**src/rtl/eco_pkg.sv**
```systemverilog
// Shared types and constants for the camera orientation block.
package eco_pkg;

	localparam int ANG_W = 25;
	localparam int Z_W = 36;
	localparam int XY_W = 34;
	localparam int FULL_TURN = 360 * 65536;
	localparam int HALF_TURN = 180 * 65536;
	localparam int QUARTER_TURN = 90 * 65536;
	localparam int PITCH_LIMIT = 89 * 65536;
	localparam longint Z_HALF = 64'sd180 <<< 24;
	localparam longint Z_QUARTER = 64'sd90 <<< 24;
	localparam logic signed [XY_W-1:0] CORDIC_GAIN = 34'sd652032875;
	localparam logic signed [XY_W-1:0] Q30_ONE = 34'sd1073741824;

	function automatic logic signed [Z_W-1:0] atan_entry(input logic [4:0] i);
		case (i)
			5'd0: atan_entry = 36'sd754974720;
			5'd1: atan_entry = 36'sd445687602;
			5'd2: atan_entry = 36'sd235489088;
			5'd3: atan_entry = 36'sd119537938;
			5'd4: atan_entry = 36'sd60000934;
			5'd5: atan_entry = 36'sd30029717;
			5'd6: atan_entry = 36'sd15018523;
			5'd7: atan_entry = 36'sd7509720;
			5'd8: atan_entry = 36'sd3754917;
			5'd9: atan_entry = 36'sd1877466;
			5'd10: atan_entry = 36'sd938734;
			5'd11: atan_entry = 36'sd469367;
			5'd12: atan_entry = 36'sd234684;
			5'd13: atan_entry = 36'sd117342;
			5'd14: atan_entry = 36'sd58671;
			5'd15: atan_entry = 36'sd29335;
			5'd16: atan_entry = 36'sd14668;
			5'd17: atan_entry = 36'sd7334;
			5'd18: atan_entry = 36'sd3667;
			5'd19: atan_entry = 36'sd1833;
			5'd20: atan_entry = 36'sd917;
			5'd21: atan_entry = 36'sd458;
			5'd22: atan_entry = 36'sd229;
			5'd23: atan_entry = 36'sd115;
			5'd24: atan_entry = 36'sd57;
			5'd25: atan_entry = 36'sd29;
			5'd26: atan_entry = 36'sd14;
			5'd27: atan_entry = 36'sd7;
			5'd28: atan_entry = 36'sd4;
			5'd29: atan_entry = 36'sd2;
			5'd30: atan_entry = 36'sd1;
			default: atan_entry = 36'sd0;
		endcase
	endfunction

	// controller -> datapath commands
	typedef struct packed {
		logic load;       // take input word, form raw angle sums
		logic wrap;       // wrap or clamp the raw sums into the angles
		logic cordic_init;
		logic cordic_sel; // 0 yaw, 1 pitch
		logic cordic_step;
		logic save_yaw;
		logic save_pitch;
		logic mul_start;
		logic mul_step;
		logic finish;
	} eco_cmd_t;

	typedef struct packed {
		logic cordic_done;
		logic mul_done;
	} eco_sts_t;

endpackage

```
**src/rtl/eco_ctrl.sv**
```systemverilog
// Controller state machine sequencing the datapath.
module eco_ctrl (
	input  logic              clk,
	input  logic              arst_n,
	input  logic              in_valid,
	output logic              in_ready,
	output logic              out_valid,
	input  logic              out_ready,
	input  eco_pkg::eco_sts_t sts,
	output eco_pkg::eco_cmd_t cmd
);
	localparam logic [2:0] S_IDLE = 3'd0, S_WRAP = 3'd1, S_YINIT = 3'd2, S_YRUN = 3'd3,
		S_PINIT = 3'd4, S_PRUN = 3'd5, S_MUL = 3'd6, S_FIN = 3'd7;
	logic [2:0] state_q;
	logic out_valid_q;

	assign in_ready = (state_q == S_IDLE);
	assign out_valid = out_valid_q;

	always_comb begin
		cmd = '0;
		cmd.load = in_valid && in_ready;
		case (state_q)
			S_WRAP: cmd.wrap = 1'b1;
			S_YINIT: cmd.cordic_init = 1'b1;
			S_YRUN: begin
				cmd.cordic_step = !sts.cordic_done;
				cmd.save_yaw = sts.cordic_done;
			end
			S_PINIT: begin cmd.cordic_init = 1'b1; cmd.cordic_sel = 1'b1; end
			S_PRUN: begin
				cmd.cordic_step = !sts.cordic_done;
				cmd.save_pitch = sts.cordic_done;
				cmd.mul_start = sts.cordic_done;
			end
			S_MUL: cmd.mul_step = !sts.mul_done;
			// hold the new result until the previous word has drained
			S_FIN: cmd.finish = !out_valid_q || out_ready;
			default: ;
		endcase
	end

	always_ff @(posedge clk or negedge arst_n) begin
		if (!arst_n) begin
			state_q <= S_IDLE;
			out_valid_q <= 1'b0;
		end else begin
			if (cmd.finish) out_valid_q <= 1'b1;
			else if (out_ready) out_valid_q <= 1'b0;
			case (state_q)
				S_IDLE: if (in_valid && in_ready) state_q <= S_WRAP;
				S_WRAP: state_q <= S_YINIT;
				S_YINIT: state_q <= S_YRUN;
				S_YRUN: if (sts.cordic_done) state_q <= S_PINIT;
				S_PINIT: state_q <= S_PRUN;
				S_PRUN: if (sts.cordic_done) state_q <= S_MUL;
				S_MUL: if (sts.mul_done) state_q <= S_FIN;
				S_FIN: if (cmd.finish) state_q <= S_IDLE;
				default: state_q <= S_IDLE;
			endcase
		end
	end

	a_hold_out: assert property (@(posedge clk) disable iff (!arst_n)
		(out_valid_q && !out_ready) |=> out_valid_q) else $error("result dropped");
	a_fin_raises: assert property (@(posedge clk) disable iff (!arst_n)
		(state_q == S_FIN) |=> out_valid_q) else $error("result not raised");
	a_load_idle: assert property (@(posedge clk) disable iff (!arst_n)
		cmd.load |-> (state_q == S_IDLE)) else $error("load outside idle");
endmodule

```
**config.mk**
```make
export PLATFORM = sky130hd
export DESIGN_NAME = eco_ctrl
export DESIGN_NICKNAME = d
export VERILOG_FILES = /design/src/rtl/eco_pkg.sv /design/src/rtl/eco_ctrl.sv
export SDC_FILE = /design/constraint.sdc
export NUM_CORES = 1
export LEC_CHECK = 0
export ABC_AREA = 1
export BUFFER_PORTS_ARGS = -buffer_cell sky130_fd_sc_hd__buf_2
export CAP_MARGIN = 15
export CORE_AREA = 2 2 39 41
export DETAILED_ROUTE_END_ITERATION = 8
export DIE_AREA = 0 0 41 43
export PLACE_DENSITY = 0.51
export SKIP_LAST_GASP = 1
export SYNTH_ARGS = -nofsm -noshare
export SYNTH_HDL_FRONTEND = slang
export SYNTH_SLANG_ARGS = --single-unit
```
**constraint.sdc**
```tcl
create_clock -name clk -period 3.2 [get_ports clk]
set_clock_uncertainty 0.15 [all_clocks]
set_input_delay 0.32 -clock clk [delete_from_list [all_inputs] [get_ports clk]]
set_output_delay 0.32 -clock clk [all_outputs]
set_load 0.005 [all_outputs]
```
After elaboration in Yosys (flattened, before gate mapping)
Index checks and enable logic that the tools add are counted.
- bits in registers: 4
- bits of input ports: 6
- output and inout port bits: 12
- word-level logic and storage cells: 40
- equal/unequal tests: 12
- mux-type cells: 16
- reduce and logical (&&, ||, !) cells: 10
- operators with widths (cell ; number):
    $pmux W3 S8 ; 1
    $mux W3 ; 5
    $eq A3 B3 Y1 const B ; 4
    $mux W1 ; 9
    $ne A2 B2 Y1 const B ; 4
    $eq A3 B2 Y1 const B ; 2
    $reduce_and A5 Y1 ; 1
    $reduce_or A2 Y1 ; 2
    $eq A3 B1 Y1 const B ; 1
    $logic_not A1 Y1 ; 3
    $logic_not A3 Y1 ; 1
    $mux W2 ; 1
    $ne A2 B1 Y1 const B ; 1
    $reduce_bool A2 Y1 ; 1
    $logic_and A1 B1 Y1 ; 1
    $logic_or A1 B1 Y1 ; 1

Longest topological paths before layout
Gate-level depths: netlist of run 1.
- depth in word-level cells: 5
- gate-level depth with buffers: 9
- depth with buffers taken out: 8

Worst setup path before layout of run 1
Ideal clock, no wire load.
- kind: register -> output
- from: register state_q[1]
- to: output port cmd[3] (netlist name)
- arrival: 959 ps
- required time: 2730 ps
- setup slack: 1771 ps
- stages on the path, launching flop included: 6
- buffers on the path: 2
- path through: dfrtp_1 -> buf_6 -> inv_2 -> nand2_2 -> nor3_1 -> buf_4
- RTL lines (element ; line ; text):
    start: declaration ; eco_ctrl.sv:14 ; logic [2:0] state_q;
    start signal: assignment ; eco_ctrl.sv:45 ; state_q <= S_IDLE;
    start signal: assignment ; eco_ctrl.sv:51 ; S_IDLE: if (in_valid && in_ready) state_q <= S_WRAP;
    start signal: assignment ; eco_ctrl.sv:52 ; S_WRAP: state_q <= S_YINIT;
    end: declaration ; eco_ctrl.sv:10 ; output eco_pkg::eco_cmd_t cmd

==> impl_metrics.env, run 1 <==
export IMPL_synthCells=58
export IMPL_dp_hpwl_um=640.4
export IMPL_rr_startpoint="state_q[0]"
export IMPL_die_area_um2=1763
export IMPL_final_util_pct=35.26
export IMPL_grt_usage_pct=11.58
export IMPL_ant_nets=0
export IMPL_htree_levels=1
export IMPL_clk_pin_slew_ns=0.04
export IMPL_synth_warnings=0
export IMPL_p_leak_nw=0.3174
export IMPL_fin_setup_tns_ns=0
export IMPL_critical_path_class="flip-flop to primary output"
export IMPL_hold_viol=0
export IMPL_seq_area_um2=100.1
export IMPL_grt_pass1_vias=322
export IMPL_drc=0
export IMPL_muxShareOfSynthArea_pct=0
export IMPL_start_kind="flip-flop"
export IMPL_gp_congestion=0.7329
export IMPL_io_pins=18
export IMPL_drt_first_pass_iters=4
export IMPL_clk_latency_ns=0.24
export IMPL_max_slew_margin_pct=76.52
export IMPL_vias=385
export IMPL_chipWidth_um=41
export IMPL_synth_avg_cell_area_um2=6.752
export IMPL_synth_area_leader_cell="dfrtp_1"
export IMPL_die_h_um=43
export IMPL_synth_fa_ha_area_share_pct=0
export IMPL_endpoint="cmd[1]"
export IMPL_cts_buffers=3
export IMPL_cts_tree="yes"
export IMPL_setup_violations=0
export IMPL_multi_input_area_um2=198.9
export IMPL_reg2reg_depth=7
export IMPL_ys_top_cells_by_area="dfrtp_1, nand2_1, inv_1"
export IMPL_holdCritPathClass="input pin to flip-flop"
export IMPL_core_rowCount=14
export IMPL_rsz0062_at_grt="no"
export IMPL_reg2reg_slack_ns=1.85
export IMPL_drtIter0Drc=10
export IMPL_status="complete, no violations"
export IMPL_yosys_area_share_simple_pct=46.01
export IMPL_post_synth_top_area_fraction_pct=25.56
export IMPL_nFillCells=168
export IMPL_coreArea_um2=1384
export IMPL_io_buffers=17
export IMPL_instances_no_fill=91
export IMPL_drt_wl_total_um=845
export IMPL_arrival_ns=1.30
export IMPL_min_period_over_period_pct=55.35
export IMPL_layout_commonest_cell="buf_2"
export IMPL_synth_xor_area_share_pct=0
export IMPL_cp_end_kind="primary output"
export IMPL_r2r_end="state_q[2]"
export IMPL_finalCriticalPeriod_ns=1.771
export IMPL_crit_start="state_q[0]"
export IMPL_dp_cells=87
export IMPL_placed_cell_area_um2=455.4
export IMPL_cts_setup_buffers=0
export IMPL_syn_nets=64
export IMPL_ys_seq_elements=4
export IMPL_antennaDiodeCount=0
export IMPL_mostFrequentLayoutCells="buf_2, nand2_1, inv_1, nor2_1, dfrtp_1"
export IMPL_routedWlPerCell_um=9.286
export IMPL_cts_sinks=4
export IMPL_grt_overflow_total=0
export IMPL_clockRootBuffer="clkbuf_4"
export IMPL_worstMarginPinSlew_ns=0.3523
export IMPL_synthesis_area_um2=391.6
export IMPL_crit_fanout=8
export IMPL_fin_area_um2=488.0
export IMPL_yosysSeqAreaShare_pct=25.56
export IMPL_drive_gt1_share_pct=38.67
export IMPL_ctsResizeCount=0
export IMPL_vias_per_cell=4.231
export IMPL_critPathRequiredTime_ns=2.73
export IMPL_ir_drop_v=0.0002543
export IMPL_slew_violations=0
export IMPL_num_nets_final=83
export IMPL_yosysUniqueCellTypes=18
export IMPL_synth_compound_area_share_pct=4.792
export IMPL_power_mw=0.4638
export IMPL_grt_pass1_wl_um=1331
export IMPL_initial_core_util_pct=28.30
export IMPL_max_freq_mhz=564.6
export IMPL_area_delta_synth_final_pct=24.60
export IMPL_synth_top_family_by_area="simple AND/OR/NAND/NOR gates"
export IMPL_ctsLongestPathBuffers=2
export IMPL_maxCapViolations=0
export IMPL_pwr_density_cell_nw_per_um2=950.5
export IMPL_antenna_found_initial=0
export IMPL_grt_start_max_net_pins=10
## layer usage
layer,vias up,global-route usage (%),routed length (um)
li1,207,-,-
met1,164,15.26,432
met2,12,15.63,346
met3,2,4.712,49
met4,0,6.000,17
met5,-,0,0
## stage by stage
| stage | hold WS [ns] | setup WS [ns] |
|---|---|---|
| floorplan | -0.1256 | 1.771 |
| global placement | -0.02153 | 1.665 |
| detailed placement | -0.02234 | 1.679 |
| CTS | 0.1315 | 1.420 |
| global route | 0.1257 | 1.260 |
| finish | 0.1338 | 1.429 |
## cell type report
cell class	count	share of cell area, %
Multi-Input combinational cell	37	40.77
Sequential cell	4	20.51
Timing Repair Buffer	18	19.49
Inverter	13	10.51
Clock buffer	3	4.615
Tap cell	16	4.103
## how the worst min path moves through the flow
stage	startpoint	to	slack, ns	cells after the start
6_report	out_ready	out_valid	0.13	2
5_1_grt	out_ready	out_valid	0.13	2
4_1_cts	out_ready	out_valid	0.13	2
3_5_place_dp	arst_n	out_valid	-0.02	1
3_3_place_gp	arst_n	out_valid	-0.02	1
2_1_floorplan	arst_n	out_valid	-0.13	0
## state kept, by name, summed over array words and instances (netlist names)
name	flops
state_q	3
out_valid	1
## worst max-delay path, cell delays in order (launching register included)
cell and delay (ns):
dfrtp_1 0.53, inv_1 0.10, nand2_1 0.10, inv_1 0.06, nand2_1 0.11, inv_1 0.05
buf_2 0.12
## timing repair
action                                 in CTS  in global routing
endpoints found under the hold margin       4                  0
setup endpoints to repair                   0                  0
hold buffers                                1                  0
## where the power goes
part           switching (mW)  total (mW)  internal, mW
Clock                  0.0210      0.0630        0.0420
Combinational           0.154       0.267         0.113
Sequential             0.0580       0.134        0.0756
## cells by family (layout without fill, tap and decap cells)
logic type	count (synthesis)	after routing
AO/OA/AOI/OAI	3	3
buffers and inverters	17	34
flip-flops	4	4
AND/OR/NAND/NOR	34	34
## synth_stat cells
master and number:
buf_6 3, inv_2 2, nor2_4 1, nand2_2 1, o21ai_0 2, nand3_1 3, o21ai_2 1, inv_1 10
nand3_4 1, inv_4 1, nor2_1 7, nand2_4 2, nand2_1 14, nand4_1 2, nor4_1 1, nor3_1 2
buf_4 1, dfrtp_1 4
Power figures use the tool's default switching activity.
==> inputs of run 2 (changes only) <==
--- a/config.mk
+++ b/config.mk
@@ -11,7 +11,7 @@
 export CORE_AREA = 2 2 39 41
 export DETAILED_ROUTE_END_ITERATION = 8
 export DIE_AREA = 0 0 41 43
-export PLACE_DENSITY = 0.51
+export PLACE_DENSITY = 0.53
 export SKIP_LAST_GASP = 1
 export SYNTH_ARGS = -nofsm -noshare
 export SYNTH_HDL_FRONTEND = slang
==> constraint.sdc (replaced) <==
create_clock -name clk -period 1.5 [get_ports clk]
set_clock_uncertainty 0.15 [all_clocks]
set_input_delay 0.15 -clock clk [delete_from_list [all_inputs] [get_ports clk]]
set_output_delay 0.15 -clock clk [all_outputs]
set_load 0.005 [all_outputs]
==> run 2 against run 1 <==
Net effect: sequential power increased by 130%; sequential cell count stayed put; core utilization increased by 4.7 points; clock power grew 110%; count of clock-buffer cells in the layout did not move; combinational power rose by 150%; critical path depth is the same; global-route usage down 0.11 points; non-clock buffer count rose by 4; via count increased by 0.52%; die area is the same; critical endpoint is now cmd[5].
==> impl_metrics.env, run 2 (synthesis results as in run 1) <==
export IMPL_arrival_ns=1.16
export IMPL_coreArea_um2=1384
export IMPL_die_h_um=43
export IMPL_finalCriticalPeriod_ns=1.462
export IMPL_cp_end_kind="primary output"
export IMPL_placed_cell_area_um2=455.4
export IMPL_drt_first_pass_iters=4
export IMPL_drive_gt1_share_pct=53.16
export IMPL_instances_no_fill=95
export IMPL_wl_met1_um=419
export IMPL_crit_fanout=8
export IMPL_p_leak_nw=0.3439
export IMPL_largest_reg_flops=3
export IMPL_chipWidth_um=41
export IMPL_vias=387
export IMPL_drt_wl_total_um=822
export IMPL_cts_sinks=4
export IMPL_nFillCells=169
export IMPL_num_nets_final=87
export IMPL_max_freq_mhz=684.1
export IMPL_grt_usage_pct=11.47
export IMPL_top_register="state_q"
export IMPL_grt_start_max_net_pins=9
export IMPL_vias_per_cell=4.074
export IMPL_max_slew_margin_pct=84.70
export IMPL_dp_hpwl_um=620.5
export IMPL_layout_commonest_cell="buf_2"
export IMPL_htree_levels=1
export IMPL_cts_buffers=3
export IMPL_mostFrequentLayoutCells="buf_2, nand2_1, inv_1, nor2_1, inv_2"
export IMPL_grt_pass1_wl_um=1366
export IMPL_min_period_over_period_pct=97.45
export IMPL_critical_path_class="flip-flop to primary output"
export IMPL_worstMarginPinSlew_ns=0.2295
export IMPL_core_rowCount=14
export IMPL_ant_nets=0
export IMPL_io_buffers=17
export IMPL_status="complete, no violations"
export IMPL_route_met3_wl_um=36
export IMPL_hold_viol=0
export IMPL_dp_cells=87
export IMPL_clockRootBuffer="clkbuf_4"
export IMPL_met2WireLength_um=366
export IMPL_maxCapViolations=0
export IMPL_holdCritPathClass="input pin to asynchronous set/reset pin"
export IMPL_rsz0062_at_grt="yes"
export IMPL_start_kind="flip-flop"
export IMPL_die_area_um2=1763
export IMPL_clk_latency_ns=0.23
export IMPL_fin_area_um2=553.0
export IMPL_pwr_density_cell_nw_per_um2=1991
export IMPL_io_pins=18
export IMPL_routedWlPerCell_um=8.653
export IMPL_antennaDiodeCount=0
export IMPL_initial_core_util_pct=28.30
export IMPL_setup_violations=0
export IMPL_grt_overflow_total=0
export IMPL_drtIter0Drc=4
export IMPL_grt_pass1_vias=359
export IMPL_critPathRequiredTime_ns=1.20
export IMPL_slew_violations=0
export IMPL_cts_tree="yes"
export IMPL_clk_pin_slew_ns=0.04
export IMPL_ctsLongestPathBuffers=2
export IMPL_drc=0
export IMPL_gp_congestion=0.7166
export IMPL_area_delta_synth_final_pct=41.21
export IMPL_ir_drop_v=0.0005368
export IMPL_antenna_found_initial=0
export IMPL_highest_layer="met3"
[run 2: what timing repair did]
item,CTS,global route
hold endpoints to repair,5,0
hold buffers,2,0
setup buffers,2,1
setup endpoints to repair,7,6
pin swaps,0,2
gates resized for setup,4,9
[run 2: metal layers]
metal | vias up | GRT usage, %
li1 | 217 | -
met1 | 161 | 14.24
met2 | 9 | 16.25
met3 | 0 | 6.283
met4 | 0 | 4.000
met5 | - | 0
[run 2: worst paths after layout]
check	start	to	slack (ns)	cells after the start
hold / removal	arst_n	out_valid	0.1	2
setup reg to reg	state_q[1]	state_q[2]	0.14	7
min in group clk	sts[0]	state_q[2]	0.16	5
hold reg to reg	out_valid	out_valid	0.42	2
max in group asynchronous	arst_n	state_q[2]	0.97	2
setup / recovery	state_q[1]	cmd[5]	0.04	6
[run 2: worst max-delay path, cell delays in order, from the launching register on]
cell	delay [ns]
dfrtp_2	0.48
inv_2	0.08
nand2_2	0.07
nand2_2	0.09
nand3_4	0.06
inv_1	0.05
buf_2	0.10
[run 2: final cells by class]
cell class	count	area (um^2)	share of cell area, %
multi-input cells	37	227.7	41.18
repair buffers	22	127.6	23.08
flip-flops and latches	4	103.9	18.78
inverters	13	51.30	9.276
clock buffers	3	22.52	4.072
well taps	16	20.02	3.620
[run 2: per-stage QoR]
| stage | hold slack, ns | util [%] | setup slack (ns) | power (mW) | TNS [ns] |
|---|---|---|---|---|---|
| finish | 0.09762 | 39.96 | 0.03818 | 1.101 | 0 |
| global route | 0.09874 | 39.96 | -0.04259 | 1.236 | -0.1876 |
| global placement | -0.1871 | 32.91 | 0.1608 | 0.8500 | 0 |
| CTS | 0.09060 | 37.52 | 0.003088 | 1.046 | 0 |
| detailed placement | -0.1920 | 32.91 | 0.1710 | 0.8501 | 0 |
| floorplan | -0.2956 | - | 0.2411 | 0.7619 | 0 |
[run 2: power breakdown]
group / switching [mW] / internal (mW)
Combinational: 0.359 / 0.306
Clock: 0.0422 / 0.0894
Sequential: 0.134 / 0.170
Total: 0.535 / 0.566
